$ cat src/iqp_pkg.sv
// Package for the IQ-to-polar converter: word types, fixed-point constants
// and the elaboration-time arctangent table. Used by every other file.
package iqp_pkg;

  localparam int SAMPLE_W    = 8;
  localparam int MAG_W       = 16;
  localparam int ANGLE_W     = 16;
  localparam int CORDIC_STEPS = 58;
  localparam int SQRT_STEPS  = 16;
  localparam int VEC_SHIFT   = 53;
  localparam int XY_W        = 63;   // vector components, signed
  localparam int Z_W         = 62;   // angle accumulator, Q60
  localparam int RAD_W       = 32;   // radicand and partial root
  localparam int ROUND_SHIFT = 47;   // Q60 down to Q13

  localparam logic [Z_W-1:0] PI_Q60      = 62'h3243F6A8885A308D;
  localparam logic [Z_W-1:0] HALF_PI_Q60 = 62'h1921FB54442D1847;
  localparam logic [63:0]    QUARTER_PI_Q60 = 64'h0C90FDAA22168C23;

  // angle source selected after the cell row
  localparam logic [1:0] ANG_CORDIC  = 2'd0;
  localparam logic [1:0] ANG_ZERO    = 2'd1;
  localparam logic [1:0] ANG_HALF_PI = 2'd2;

  typedef struct packed {
    logic signed [XY_W-1:0] x;
    logic signed [XY_W-1:0] y;
    logic signed [Z_W-1:0]  z;
    logic [RAD_W-1:0]       rem;
    logic [RAD_W-1:0]       root;
    logic [1:0]             ang_sel;
    logic                   neg_real;
    logic                   neg_imag;
  } cell_word_t;

  typedef struct packed {
    logic [Z_W-1:0]   ang_mag;
    logic [MAG_W-1:0] magnitude;
    logic             neg_imag;
  } fold_word_t;

  // floor(2^sh / d) by long division, evaluated at elaboration only
  function automatic logic [63:0] pow2_quot(input int sh, input int d);
    logic [63:0] q;
    logic [63:0] rem;
    q   = '0;
    rem = '0;
    for (int b = 63; b >= 0; b--) begin
      rem = {rem[62:0], (b == sh)};
      if (rem >= 64'(d)) begin
        rem  = rem - 64'(d);
        q[b] = 1'b1;
      end
    end
    return q;
  endfunction

  // atan(2^-idx) in Q60: truncated terms of the alternating series
  function automatic logic [63:0] atan_q60(input int idx);
    logic [63:0] acc;
    int          sh;
    acc = '0;
    if (idx == 0) begin
      acc = QUARTER_PI_Q60;
    end else begin
      for (int k = 0; k < 30; k++) begin
        sh = 60 - idx * (2 * k + 1);
        if (sh >= 0) begin
          if (k % 2 == 1) acc = acc - pow2_quot(sh, 2 * k + 1);
          else            acc = acc + pow2_quot(sh, 2 * k + 1);
        end
      end
    end
    return acc;
  endfunction

endpackage

$ cat src/iqp_fold.sv
// Exit stage: picks the first-quadrant angle, folds it to the half plane and
// rounds the square root. Depends on iqp_pkg.
module iqp_fold (
  input  logic                 clk,
  input  logic                 rst_n,
  input  logic                 en,
  input  logic                 valid_in,
  input  iqp_pkg::cell_word_t  word_in,
  output logic                 valid_out,
  output iqp_pkg::fold_word_t  word_out
);
  import iqp_pkg::*;

  logic [Z_W-1:0] z_sel;
  logic           valid_r;
  fold_word_t     word_r, word_nxt;

  always_comb begin
    unique case (word_in.ang_sel)
      ANG_ZERO:    z_sel = '0;
      ANG_HALF_PI: z_sel = HALF_PI_Q60;
      ANG_CORDIC:  z_sel = word_in.z;
      default:     z_sel = word_in.z;
    endcase
  end

  always_comb begin
    word_nxt.ang_mag   = word_in.neg_real ? (PI_Q60 - z_sel) : z_sel;
    // round up when the remainder exceeds the root
    word_nxt.magnitude = MAG_W'(word_in.root) + MAG_W'(word_in.rem > word_in.root);
    word_nxt.neg_imag  = word_in.neg_imag;
  end

  always_ff @(posedge clk) begin
    if (!rst_n) begin
      valid_r <= 1'b0;
    end else if (en) begin
      valid_r <= valid_in;
    end
  end

  always_ff @(posedge clk) begin
    if (en) begin
      word_r <= word_nxt;
    end
  end

  assign valid_out = valid_r;
  assign word_out  = word_r;
endmodule

$ cat config.mk
export PLATFORM = sky130hd
export DESIGN_NAME = iqp_fold
export DESIGN_NICKNAME = d
export VERILOG_FILES = /design/src/iqp_pkg.sv /design/src/iqp_fold.sv
export SDC_FILE = /design/constraint.sdc
export NUM_CORES = 1
export LEC_CHECK = 0
export BUFFER_PORTS_ARGS = -buffer_cell sky130_fd_sc_hd__buf_2
export CORE_AREA = 2 2 130 132
export CTS_BUF_LIST = sky130_fd_sc_hd__clkbuf_4
export CTS_CLUSTER_DIAMETER = 80
export DETAILED_ROUTE_END_ITERATION = 10
export DIE_AREA = 0 0 132 134
export GPL_TIMING_DRIVEN = 0
export PLACE_DENSITY = 0.71
export REMOVE_ABC_BUFFERS = 1
export SKIP_CTS_REPAIR_TIMING = 1
export SLEW_MARGIN = 30
export SYNTH_ARGS = -nofsm -noshare
export SYNTH_HDL_FRONTEND = slang
export SYNTH_SLANG_ARGS = --single-unit
export TNS_END_PERCENT = 1
$ cat constraint.sdc
create_clock -name clk -period 5.7 [get_ports clk]
set_input_delay 0.57 -clock clk [delete_from_list [all_inputs] [get_ports clk]]
set_output_delay 0.57 -clock clk [all_outputs]
set_load 0.02 [all_outputs]
After elaboration in Yosys (flattened, before gate mapping) --
Cells that the tools add are included.
Storage, ports and cells: logic and storage cells 11, output and inout port bits 80, bits of input ports 260, bits in registers 80
Cells by class: eq/ne operators 2, $lt $le $gt $ge 1, mux-type cells 2, add/sub/neg operators 2
Operator list (count):
- $pmux W62 S2 | 1
- $mux W62 | 1
- $sub A62 B62 Y62 const A | 1
- $gt A32 B32 Y1 | 1
- $add A16 B1 Y16 | 1
- $eq A2 B1 Y1 const B | 1
- $eq A2 B2 Y1 const B | 1

Longest topological paths before layout --
depth after elaboration 4, depth in mapped cells 20, gate-level depth less buffers 16

Least setup slack after synthesis --
OpenSTA, ideal clock, no wires.
path type input port to flip-flop, start input port word_in[2] (netlist bit), end register word_r (netlist bit word_out[76]), data pin, data required time 5439 ps, slack 1331 ps, library setup time 261 ps, stages 20, buffers on the path 7, arrival time 4108 ps, cells stage by stage inv_1 ha_1 buf_4 buf_4 buf_4 buf_4 buf_2 buf_1 buf_1 nand2_1 nand2_1 ha_1 a211oi_1 a21oi_1 o21ai_0 a211oi_2 o211ai_1 a21oi_2 nor3_1 a221o_1
RTL lines:
- start, declared | RTL line iqp_fold.sv:8 | input iqp_pkg::cell_word_t word_in,
- end signal, assigned | RTL line iqp_fold.sv:44 | word_r <= word_nxt;
- end, declared | RTL line iqp_fold.sv:16 | fold_word_t word_r, word_nxt;

==> results.py <==
metrics = {
    "run_status": {
        "status": "complete, no violations",
    },
    "timing": {
        "tightestPinTransition_ns": 0.8365,
        "slew_headroom_pct": 43.72,
        "post-route-period-util_pct": 91.33,
        "hold_viol": 0,
        "layout_min_cycle_time_ns": 5.206,
        "fmax_mhz": 192.1,
        "rsz0062_at_grt": "no",
        "setup_viol": 0,
        "setup_ws_ns": 0.4941,
        "fin_worst_skew_ns": 0,
        "slew_viol_final": 0,
    },
    "yosys": {
        "synth_edf_count": 79,
        "synthArstFlopShare_pct": 0,
        "avgSynthCellArea_sq_um": 8.708,
        "synth_compound_area_share_pct": 18.95,
        "yosys.area_share.simple_pct": 22.37,
        "netlist_instances": 727,
        "synth.most_common_cell": "nand2_1",
        "netlist_area_sq_um": 6331,
        "yosys-top-cells-count": "nand2_1 (87), edfxtp_1 (79), a21oi_1 (65), nor2_1 (57), o21ai_0 (40)",
        "synth_top_family_by_area": "simple AND/OR/NAND/NOR gates",
        "synth-adder-area-share_pct": 7.115,
        "synth-xor-area-share_pct": 8.577,
        "ys_types": 65,
        "yosys_warnings": 0,
        "synth_mux_area_share_pct": 0.4743,
        "synth-seq-cells": 80,
        "yosysTopAreaCell": "edfxtp_1",
        "synth_top_area_share_pct": 37.47,
        "synthTopCellsByArea": "edfxtp_1 (37%), ha_1 (7.1%), nand2_1 (5.2%)",
        "synth-main-ff-cell": "edfxtp_1",
        "synth-seq-area-share_pct": 37.79,
    },
    "power_and_ir_drop": {
        "ir_drop_v": 0.0001133,
        "power.leakage_nw": 3.279,
        "p_sw_uw": 581.6,
        "swShare_pct": 33.25,
        "p_seq_share_pct": 42.8,
        "p_clk_share_pct": 25.4,
        "power_per_cell_area_nw_per_um2": 224.5,
        "intPower_mw": 1.168,
        "pwr-share-comb_pct": 31.7,
    },
    "die": {
        "coreArea_sq_um": 16290,
        "initial_core_util_pct": 38.87,
        "die_height_microns": 134,
        "num_rows": 47,
        "die_area_sq_um": 17690,
        "io_pins": 340,
        "die_x_microns": 132,
    },
    "routing": {
        "viasPerCell": 5.549,
        "drt_iter0_markers": 589,
        "wirelength_microns": 20120,
        "drc": 0,
        "vias": 6365,
        "wire_per_inst_microns": 17.54,
        "antenna_left": 0,
        "first_pass_iters": 8,
    },
    "final_layout": {
        "drive_above_1_share_pct": 26.84,
        "fin_cells": 1147,
        "area_growth_pct": 23.10,
        "final_core_util_pct": 47.85,
        "fin_nets": 1215,
    },
    "worst_setup_path": {
        "crit_path_end_kind": "flip-flop",
        "crit_required_ns": 5.89,
        "cp_max_fo": 56,
        "worstSetupStartpointType": "primary input",
        "worst-setup-path-type": "in -> reg",
        "cp.arrival_ns": 5.40,
    },
    "worst_hold_path": {
        "worstHoldPathType": "in -> reg",
    },
    "place": {
        "io_buffers": 213,
        "dpl_worst_slack_ns": 0.07581,
        "dp_hpwl_microns": 15490,
        "dp.cells": 1128,
        "gp_congestion": 0.8869,
    },
    "cts": {
        "cts_max_level": 3,
        "worstSkewPairLatency_ns": 0.44,
        "cts_buffer_depth": 2,
        "clock_sinks": 80,
        "clk_pin_slew_ns": 0.12,
        "cts_tree": "built",
        "cts-root-buf": "clkbuf_4",
        "cts-buffers-inserted": 9,
    },
    "global_route": {
        "grt_pass1_vias": 5862,
        "grt_overflow_total": 0,
        "grt_max_degree": 59,
        "grtUsageTotal_pct": 22.55,
        "antenna_found_initial": 4,
        "grt_pass1_wl_microns": 31370,
    },
    "job": {
        "max_cap_violations": 0,
    },
}
[placed cells by master, fill, tap and decap left out, types with 4 or more instances in the layout]
cell type | netlist | layout
edfxtp_1 | 79 | 79
and3_1 | 7 | 7
nand3_1 | 25 | 25
nor2_1 | 57 | 56
inv_1 | 39 | 39
nand2_1 | 87 | 87
nand4_1 | 24 | 24
o211ai_1 | 5 | 5
nand2b_1 | 10 | 10
nor2b_1 | 5 | 4
nor3_1 | 26 | 26
clkbuf_4 | 0 | 13
a21oi_1 | 65 | 65
nor4_1 | 8 | 8
a21o_1 | 15 | 15
o21a_1 | 9 | 9
or4_1 | 5 | 5
o31ai_1 | 7 | 7
o21ai_0 | 40 | 40
buf_2 | 5 | 211
ha_1 | 36 | 35
a31oi_1 | 8 | 8
or3_1 | 5 | 5
xnor2_1 | 26 | 26
xor2_1 | 36 | 36
a211oi_1 | 8 | 8
[through the flow]
step	hold WS, ns	instance area (sq um)	total power [mW]	setup TNS [ns]
after global routing	0.2811	7794	1.843	0
final	0.3161	7794	1.750	0
after detailed placement	0.5090	7599	1.313	0
after global placement	0.5001	7523	1.305	-101.63
after floorplan	0.5893	6182	1.075	-0.8728
after CTS	0.2833	7786	1.765	0
[flip-flops by register name, indices dropped and copies added, names as in the netlist]
register	cells
word_out	79
valid_out	1
[worst paths after layout]
check / start / slack (ns) / cells past startpoint / to
worst min-delay path: word_in[0] / 0.32 / 1 / word_out[0]$_DFFE_PP_
worst max register to register: valid_out$_SDFFE_PN0P_ / 5.11 / 2 / valid_out$_SDFFE_PN0P_
worst min register to register: valid_out$_SDFFE_PN0P_ / 0.53 / 2 / valid_out$_SDFFE_PN0P_
worst max-delay path: word_in[2] / 0.49 / 16 / word_out[64]$_DFFE_PP_
[power by group through the flow]
stage | Sequential (mW) | Clock (mW) | Combinational [mW]
6_report | 0.749 | 0.445 | 0.555
3_3_place_gp | 0.766 | 0 | 0.539
2_1_floorplan | 0.853 | 0 | 0.222
5_1_grt | 0.756 | 0.480 | 0.606
3_5_place_dp | 0.763 | 0 | 0.550
4_1_cts | 0.750 | 0.462 | 0.553
[critical path, stage by stage]
cell and delay [ns]:
buf_2 0.07, inv_1 0.05, ha_4 0.53, buf_12 0.30, clkinv_2 0.44, nand2_1 0.68, nand2_1 0.17, ha_1 0.28
a211oi_1 0.50, a21oi_1 0.22, o21ai_0 0.34, a211oi_2 0.22, o211ai_1 0.38, a31oi_1 0.16, xor2_1 0.30, a21oi_1 0.11
[metal layers]
metal / vias up / share of wire (%) / global-route usage [%]
li1: 3084 / - / -
met1: 2916 / 48 / 33.97
met2: 333 / 41 / 31.77
met3: 30 / 9.1 / 4.611
met4: 2 / 2.0 / 7.911
met5: - / 0.065 / 0
[final cells by class]
| class | instances | area (sq um) |
|---|---|---|
| fillers | 1593 | 8496 |
| multi-input cells | 573 | 3657 |
| flip-flops and latches | 80 | 2392 |
| repair buffers | 215 | 1122 |
| well taps | 220 | 275.3 |
| inverters | 40 | 151.4 |
| clock buffers | 13 | 97.59 |
| clock inverters | 3 | 90.09 |
| diodes | 3 | 7.507 |
[cell families after synthesis]
group                      after synthesis
AOI/OAI and AO/OA                      189
muxes                                    3
adders and majority gates               36
and+or+nand+nor                        283
buffers and inverters                   74
DFF                                     80
xor gates and xnor gates                62
Note: power is estimated with default switching activity, not from simulation.
