`src/iqp_pkg.sv`:
```
// Package for the IQ-to-polar converter: word types, fixed-point constants
// and the elaboration-time arctangent table. Used by every other file.
package iqp_pkg;

  localparam int SAMPLE_W    = 8;
  localparam int MAG_W       = 16;
  localparam int ANGLE_W     = 16;
  localparam int CORDIC_STEPS = 58;
  localparam int SQRT_STEPS  = 16;
  localparam int VEC_SHIFT   = 53;
  localparam int XY_W        = 63;   // vector components, signed
  localparam int Z_W         = 62;   // angle accumulator, Q60
  localparam int RAD_W       = 32;   // radicand and partial root
  localparam int ROUND_SHIFT = 47;   // Q60 down to Q13

  localparam logic [Z_W-1:0] PI_Q60      = 62'h3243F6A8885A308D;
  localparam logic [Z_W-1:0] HALF_PI_Q60 = 62'h1921FB54442D1847;
  localparam logic [63:0]    QUARTER_PI_Q60 = 64'h0C90FDAA22168C23;

  // angle source selected after the cell row
  localparam logic [1:0] ANG_CORDIC  = 2'd0;
  localparam logic [1:0] ANG_ZERO    = 2'd1;
  localparam logic [1:0] ANG_HALF_PI = 2'd2;

  typedef struct packed {
    logic signed [XY_W-1:0] x;
    logic signed [XY_W-1:0] y;
    logic signed [Z_W-1:0]  z;
    logic [RAD_W-1:0]       rem;
    logic [RAD_W-1:0]       root;
    logic [1:0]             ang_sel;
    logic                   neg_real;
    logic                   neg_imag;
  } cell_word_t;

  typedef struct packed {
    logic [Z_W-1:0]   ang_mag;
    logic [MAG_W-1:0] magnitude;
    logic             neg_imag;
  } fold_word_t;

  // floor(2^sh / d) by long division, evaluated at elaboration only
  function automatic logic [63:0] pow2_quot(input int sh, input int d);
    logic [63:0] q;
    logic [63:0] rem;
    q   = '0;
    rem = '0;
    for (int b = 63; b >= 0; b--) begin
      rem = {rem[62:0], (b == sh)};
      if (rem >= 64'(d)) begin
        rem  = rem - 64'(d);
        q[b] = 1'b1;
      end
    end
    return q;
  endfunction

  // atan(2^-idx) in Q60: truncated terms of the alternating series
  function automatic logic [63:0] atan_q60(input int idx);
    logic [63:0] acc;
    int          sh;
    acc = '0;
    if (idx == 0) begin
      acc = QUARTER_PI_Q60;
    end else begin
      for (int k = 0; k < 30; k++) begin
        sh = 60 - idx * (2 * k + 1);
        if (sh >= 0) begin
          if (k % 2 == 1) acc = acc - pow2_quot(sh, 2 * k + 1);
          else            acc = acc + pow2_quot(sh, 2 * k + 1);
        end
      end
    end
    return acc;
  endfunction

endpackage

```
`src/iqp_front.sv`:
```
// Entry stage: folds the sample into the first quadrant, forms the radicand
// and seeds the cell row. Depends on iqp_pkg.
module iqp_front (
  input  logic                                 clk,
  input  logic                                 rst_n,
  input  logic                                 en,
  input  logic                                 in_valid,
  input  logic signed [iqp_pkg::SAMPLE_W-1:0]  sample_imag,
  input  logic signed [iqp_pkg::SAMPLE_W-1:0]  sample_real,
  output logic                                 valid_out,
  output iqp_pkg::cell_word_t                  word_out
);
  import iqp_pkg::*;

  logic [SAMPLE_W-1:0]   ux, uy;
  logic [2*SAMPLE_W-1:0] sq_sum;
  logic                  valid_r;
  cell_word_t            word_r, word_nxt;

  // magnitude of -128 is 128, still fits unsigned 8 bits
  assign ux = sample_real[SAMPLE_W-1] ? (~sample_real + 1'b1) : sample_real;
  assign uy = sample_imag[SAMPLE_W-1] ? (~sample_imag + 1'b1) : sample_imag;
  assign sq_sum = (2*SAMPLE_W)'(ux) * (2*SAMPLE_W)'(ux)
                + (2*SAMPLE_W)'(uy) * (2*SAMPLE_W)'(uy);

  always_comb begin
    word_nxt.x        = XY_W'(ux) << VEC_SHIFT;
    word_nxt.y        = XY_W'(uy) << VEC_SHIFT;
    word_nxt.z        = '0;
    word_nxt.rem      = RAD_W'(sq_sum) << 16;
    word_nxt.root     = '0;
    word_nxt.neg_real = sample_real[SAMPLE_W-1];
    word_nxt.neg_imag = sample_imag[SAMPLE_W-1];
    if (uy == '0) begin
      word_nxt.ang_sel = ANG_ZERO;
    end else if (ux == '0) begin
      word_nxt.ang_sel = ANG_HALF_PI;
    end else begin
      word_nxt.ang_sel = ANG_CORDIC;
    end
  end

  always_ff @(posedge clk) begin
    if (!rst_n) begin
      valid_r <= 1'b0;
    end else if (en) begin
      valid_r <= in_valid;
    end
  end

  always_ff @(posedge clk) begin
    if (en) begin
      word_r <= word_nxt;
    end
  end

  assign valid_out = valid_r;
  assign word_out  = word_r;
endmodule

```
`config.mk`:
```
export PLATFORM = sky130hd
export DESIGN_NAME = iqp_front
export DESIGN_NICKNAME = d
export VERILOG_FILES = /design/src/iqp_pkg.sv /design/src/iqp_front.sv
export SDC_FILE = /design/constraint.sdc
export NUM_CORES = 1
export LEC_CHECK = 0
export ABC_AREA = 1
export BUFFER_PORTS_ARGS = -buffer_cell sky130_fd_sc_hd__buf_4
export CAP_MARGIN = 20
export CORE_ASPECT_RATIO = 1.1
export CORE_MARGIN = 3
export CORE_UTILIZATION = 35
export DETAILED_ROUTE_END_ITERATION = 10
export GPL_TIMING_DRIVEN = 1
export HOLD_SLACK_MARGIN = 0.02
export MAX_ROUTING_LAYER = met4
export PLACE_DENSITY = 0.69
export SETUP_SLACK_MARGIN = 0.05
export SYNTH_ARGS = -nofsm -noshare
export SYNTH_HDL_FRONTEND = slang
export SYNTH_SLANG_ARGS = --single-unit
```
`constraint.sdc`:
```
create_clock -name clk -period 7.85 [get_ports clk]
set_clock_uncertainty 0.15 [all_clocks]
set_input_delay 0 -clock clk [delete_from_list [all_inputs] [get_ports clk]]
set_output_delay 0 -clock clk [all_outputs]
set_load 0.005 [all_outputs]
```
======== After elaboration in Yosys (flattened, before gate mapping) ========
Cells that the tools add are included.
storage, ports and cells
  word-level logic and storage cells ...... 19
  memories kept ........................... 0
  RAM bits ................................ 0
  latch bits .............................. 0
  bits of input ports ..................... 20
  output and inout port bits .............. 257
  ROM bits ................................ 0
  register bits after elaboration ......... 37
operators by class
  multipliers ............................. 2
  multiplexer cells ....................... 3
  divide/modulo/power cells ............... 0
  shift operators ......................... 0
  add/sub/neg operators ................... 3
  reductions and logical operators ........ 2
  eq/ne operators ......................... 0
  bitwise gates (word level) .............. 2
  $lt $le $gt $ge ......................... 0
operators by type and width
  cell                                          count
  multiplier 8 x 8 -> 16 bit                    2
  adder 16 bit                                  1
  adder 8 x 1 -> 8 bit (second input constant)  2
  zero test 8 bit                               2
  2-to-1 mux 8 bit                              2
  inverter 8 bit                                2
  2-to-1 mux 2 bit                              1

======== Longest topological paths before layout ========
  depth after elaboration ................. 5
  gate-level depth with buffers ........... 31
  depth with buffers taken out ............ 31

======== Worst setup path after synthesis ========
Ideal clock, no wire load.
  path kind ............................... in2reg
  start ................................... input sample_real[0] (netlist bit)
  end ..................................... register word_r, in the netlist word_out[65], data pin
  setup slack ............................. 2.396 ns
  stages on the path ...................... 27
  arrival time ............................ 5.052 ns
  library setup time ...................... 0.252 ns
  cell sequence ........................... inv_2 -> ha_1 -> nand3_2 -> nand2_1 -> nand2_2 -> nand2_4 -> inv_2 -> nor2_1 -> inv_1 -> fa_1 -> fa_1 -> inv_1 -> fa_1 -> fa_1 -> fa_1 -> inv_1 -> fa_1 -> inv_1 -> ha_1 -> a21oi_1 -> o21ai_2 -> nand2_1 -> nand2_1 -> nand2_1 -> nand2_1 -> nand2_1 -> nand2_1
on the way
  cells in the longest elaborated chain, start to end .. 5
ends and longest elaborated chain
  element                     line             source
  start, declared             iqp_front.sv:9   input logic signed [iqp_pkg::SAMPLE_W-1:0] sample_real,
  inverter 8 bit              iqp_front.sv:21  assign ux = sample_real[SAMPLE_W-1] ? (~sample_real + 1'b1) : sample_real;
  adder 8 x 1 -> 8 bit        iqp_front.sv:21
  2-to-1 mux 8 bit            iqp_front.sv:21
  named net ux[4]             iqp_front.sv:15  logic [SAMPLE_W-1:0] ux, uy;
  multiplier 8 x 8 -> 16 bit  iqp_front.sv:23  assign sq_sum = (2*SAMPLE_W)'(ux) * (2*SAMPLE_W)'(ux)
  adder 16 bit                iqp_front.sv:24  + (2*SAMPLE_W)'(uy) * (2*SAMPLE_W)'(uy);
  named net sq_sum[13]        iqp_front.sv:16  logic [2*SAMPLE_W-1:0] sq_sum;
  end signal, assigned        iqp_front.sv:53  word_r <= word_nxt;
  end, declared               iqp_front.sv:18  cell_word_t word_r, word_nxt;
The timed path passes the listed nets, and every way through them passes these cells.
A chain may end at the register's enable or synchronous reset.

======== Final worst setup path ========
  start ................................... input sample_imag[0] (netlist bit)
  end ..................................... register word_r, in the netlist word_out[64], data pin
on the way
  cells in the longest elaborated chain, start to end .. 5
ends and longest elaborated chain
  element                     line             source
  start, declared             iqp_front.sv:8   input logic signed [iqp_pkg::SAMPLE_W-1:0] sample_imag,
  inverter 8 bit              iqp_front.sv:22  assign uy = sample_imag[SAMPLE_W-1] ? (~sample_imag + 1'b1) : sample_imag;
  adder 8 x 1 -> 8 bit        iqp_front.sv:22
  2-to-1 mux 8 bit            iqp_front.sv:22
  named net uy[6]             iqp_front.sv:15
  multiplier 8 x 8 -> 16 bit  iqp_front.sv:24
  adder 16 bit                iqp_front.sv:24
  named net sq_sum[12]        iqp_front.sv:16
The timed path passes the listed nets, and every way through them passes these cells.

==> run_results.csv <==
group,metric,value,unit
layout,mostFrequentLayoutCell,"conb_1",
clock_network,cts_tree,"done",
clock_network,root_buffer,"clkbuf_16",
sta,fin_crit_sh,0.7960,
layout,area_delta_synth_final,2.997,%
yosys,synth_top_family_by_area,"buffers and inverters",
global_routing,antenna_found_initial,0,
yosys,synthCells,782,
route,wl,11.74,mm
die,core_area,18670,um2
yosys,synth_compound_area_frac,0.02035,
layout,num-fill-cells,1913,
route,wire_per_inst,10.56,um
clock_network,cts.sinks,37,
global_routing,grt_pass1_wl,19.18,mm
clock_network,clk_pin_slew,50,ps
yosys,ys_ff_latch,37,
clock_network,clk_latency,280,ps
setup_path,arrival,6140,ps
clock_network,cts_made_buffers,5,
clock_network,clockBufferDepth,2,
sta,layout_min_cycle_time,6248,ps
setup_path,cp.required,7740,ps
yosys,avgSynthCellArea,8.648,um2
yosys,async_reset_ff_frac,0,
yosys,synth_cell_types,36,
sta,hold_viol,0,
die,die_area,21030,um2
setup_path,r2r_slack,6500,ps
global_routing,grt_start_max_net_pins,39,
job,maxCapViolCount,0,
place,io_buffers,56,
min_path,hp-class,"input port to flip-flop",
sta,finalSetupViolCount,0,
yosys,yosysSeqAreaShare,0.1628,
sta,slew_violations,0,
clock_network,post_cts_resized,0,
route,vias,4277,
layout,diodes,0,
yosys,ys_warn_count,0,
place,place_area,6676,um2
pwr,p_per_area,327.5,nW/um2
setup_path,path_max_fanout,8,
clock_network,postCtsHoldBufs,15,
yosys,muxShareOfSynthArea,0,
status,status,"finished clean",
sta,clock.fmax,0.1600,GHz
global_routing,grt-ovfl-total,0,
die,ios,277,
pwr,leakage,3.868,nW
clock_network,cts_max_level,2,
route,drcViolationCount,0,
yosys,synth_edf_count,36,
sta,tns,0,ps
layout,layout_common_cells,"232 x conb_1, 143 x inv_1, 83 x nand2_1, 75 x fa_1, 56 x buf_4",
setup_path,crit_type,"input port to flip-flop",
route,drtIter0Drc,143,
yosys,synthSimpleGateAreaFrac,0.1430,
yosys,synth_area,6763,um2
route,route.antenna.remaining_nets,0,
yosys,synth_xor_area_frac,0.01684,
place,routabilityCongestion,0.8857,
layout,fin_area,6965,um2
yosys,ys.flop_type,"edfxtp_1",
layout,layout.nets,1015,
die,start_util,0.3622,
place,hpwl,10.23,mm
die,die_y,151.8,um
global_routing,grt_pass1_vias,4101,
place,post-place-ws,1845,ps
setup_path,cp-end-kind,"flip-flop",
pwr,peakVddDrop,0.0002893,V
global_routing,grt_use_total,0.1147,
route,firstDrtPassIters,4,
yosys,synth_adder_area_share,0.3201,
setup_path,crit_path_start_kind,"input port",
sta,rsz0062_at_grt,"no",
die,die_w,138.5,um
sta,setup_ws,1602,ps
route,viasPerCell,3.850,
die,num_rows,52,
clock_network,postCtsSetupBuffers,0,
layout,drive_gt1_frac,0.1382,
[routing by layer]
layer	vias to the layer above	routed length (um)	GRT usage
li1	2056	-	-
met1	1994	4115	0.1246
met2	203	6264	0.2117
met3	24	950	0.01632
met4	0	408	0.04842
met5	-	0	-
[per-stage QoR]
stage	cells	util	power [mW]	hold WS, ps
2_1_floorplan	1012	-	1.792	-56.54
3_3_place_gp	1088	0.3575	2.080	85.06
3_5_place_dp	1088	0.3575	2.111	85.70
4_1_cts	1111	0.3730	2.324	26.30
5_1_grt	1111	0.3730	2.639	42.07
6_report	1111	0.3730	2.281	21.33
[power by group]
group          internal, mW  leakage (nW)  switching (mW)  total (mW)
Combinational         0.687          3.44            1.03        1.72
Sequential            0.359         0.359          0.0128       0.372
Clock                 0.117        0.0706          0.0774       0.194
[cell usage after synthesis (2+ instances only)]
library cell,n,area share
edfxtp_1,36,0.16
inv_4,2,0.0018
a21oi_1,9,0.0067
nand3_2,4,0.0059
nand2_2,14,0.013
nand3b_2,2,0.0033
xor2_1,11,0.014
nand4_1,3,0.0028
inv_2,9,0.0050
nor2_1,51,0.028
fa_1,75,0.22
o21ai_1,3,0.0022
nor2_2,11,0.010
xnor2_1,2,0.0026
nand2_4,8,0.013
ha_1,53,0.098
inv_1,143,0.079
conb_1,2,0.0011
buf_4,221,0.25
nand2_1,83,0.046
o21ai_2,3,0.0039
o21ai_0,4,0.0030
nand3_1,20,0.015
[registers in the layout, summed over array words and instances, names as in the netlist]
name and flops:
valid_out 1, word_out 36
[cell type report]
class	count	area [um2]	area share
Clock buffer	6	128.9	0.01850
Clock inverter	2	10.01	0.001437
Inverter	156	596.8	0.08568
Multi-Input combinational cell	596	4254	0.6107
Sequential cell	37	1101	0.1581
Tap cell	243	304.0	0.04365
Timing Repair Buffer	71	570.5	0.08191
[kinds of logic after synthesis]
family,Yosys count
buf+inv,379
simple gates,201
fa+ha+maj,128
flops,37
compound gates,22
xor+xnor,13
other cells,2
[path summary, 6_finish.rpt]
| check | from | endpoint | depth (start not counted) |
|---|---|---|---|
| max | sample_imag[0] | word_out[64]$_DFFE_PP_ | 28 |
| min | sample_imag[1] | word_out[184]$_DFFE_PP_ | 3 |
| max reg2reg | valid_out$_SDFFE_PN0P_ | valid_out$_SDFFE_PN0P_ | 3 |
| min reg2reg | valid_out$_SDFFE_PN0P_ | valid_out$_SDFFE_PN0P_ | 3 |
[worst max-delay path, cell delays in order]
cell,delay [ps]
dlygate4sd3_1,540
buf_4,160
inv_2,140
ha_1,270
nand2_1,120
nand2_2,110
nand3_2,90
nand2_4,110
inv_2,80
nor2_2,150
inv_2,60
fa_1,510
inv_1,60
fa_1,550
fa_1,460
fa_1,530
fa_1,540
inv_1,50
fa_1,530
inv_1,40
ha_1,340
nand2_1,80
o21ai_0,270
inv_1,70
nand2_1,90
nand2_1,80
nand3_1,70
nand2_1,50
(Power assumes the default switching activity.)
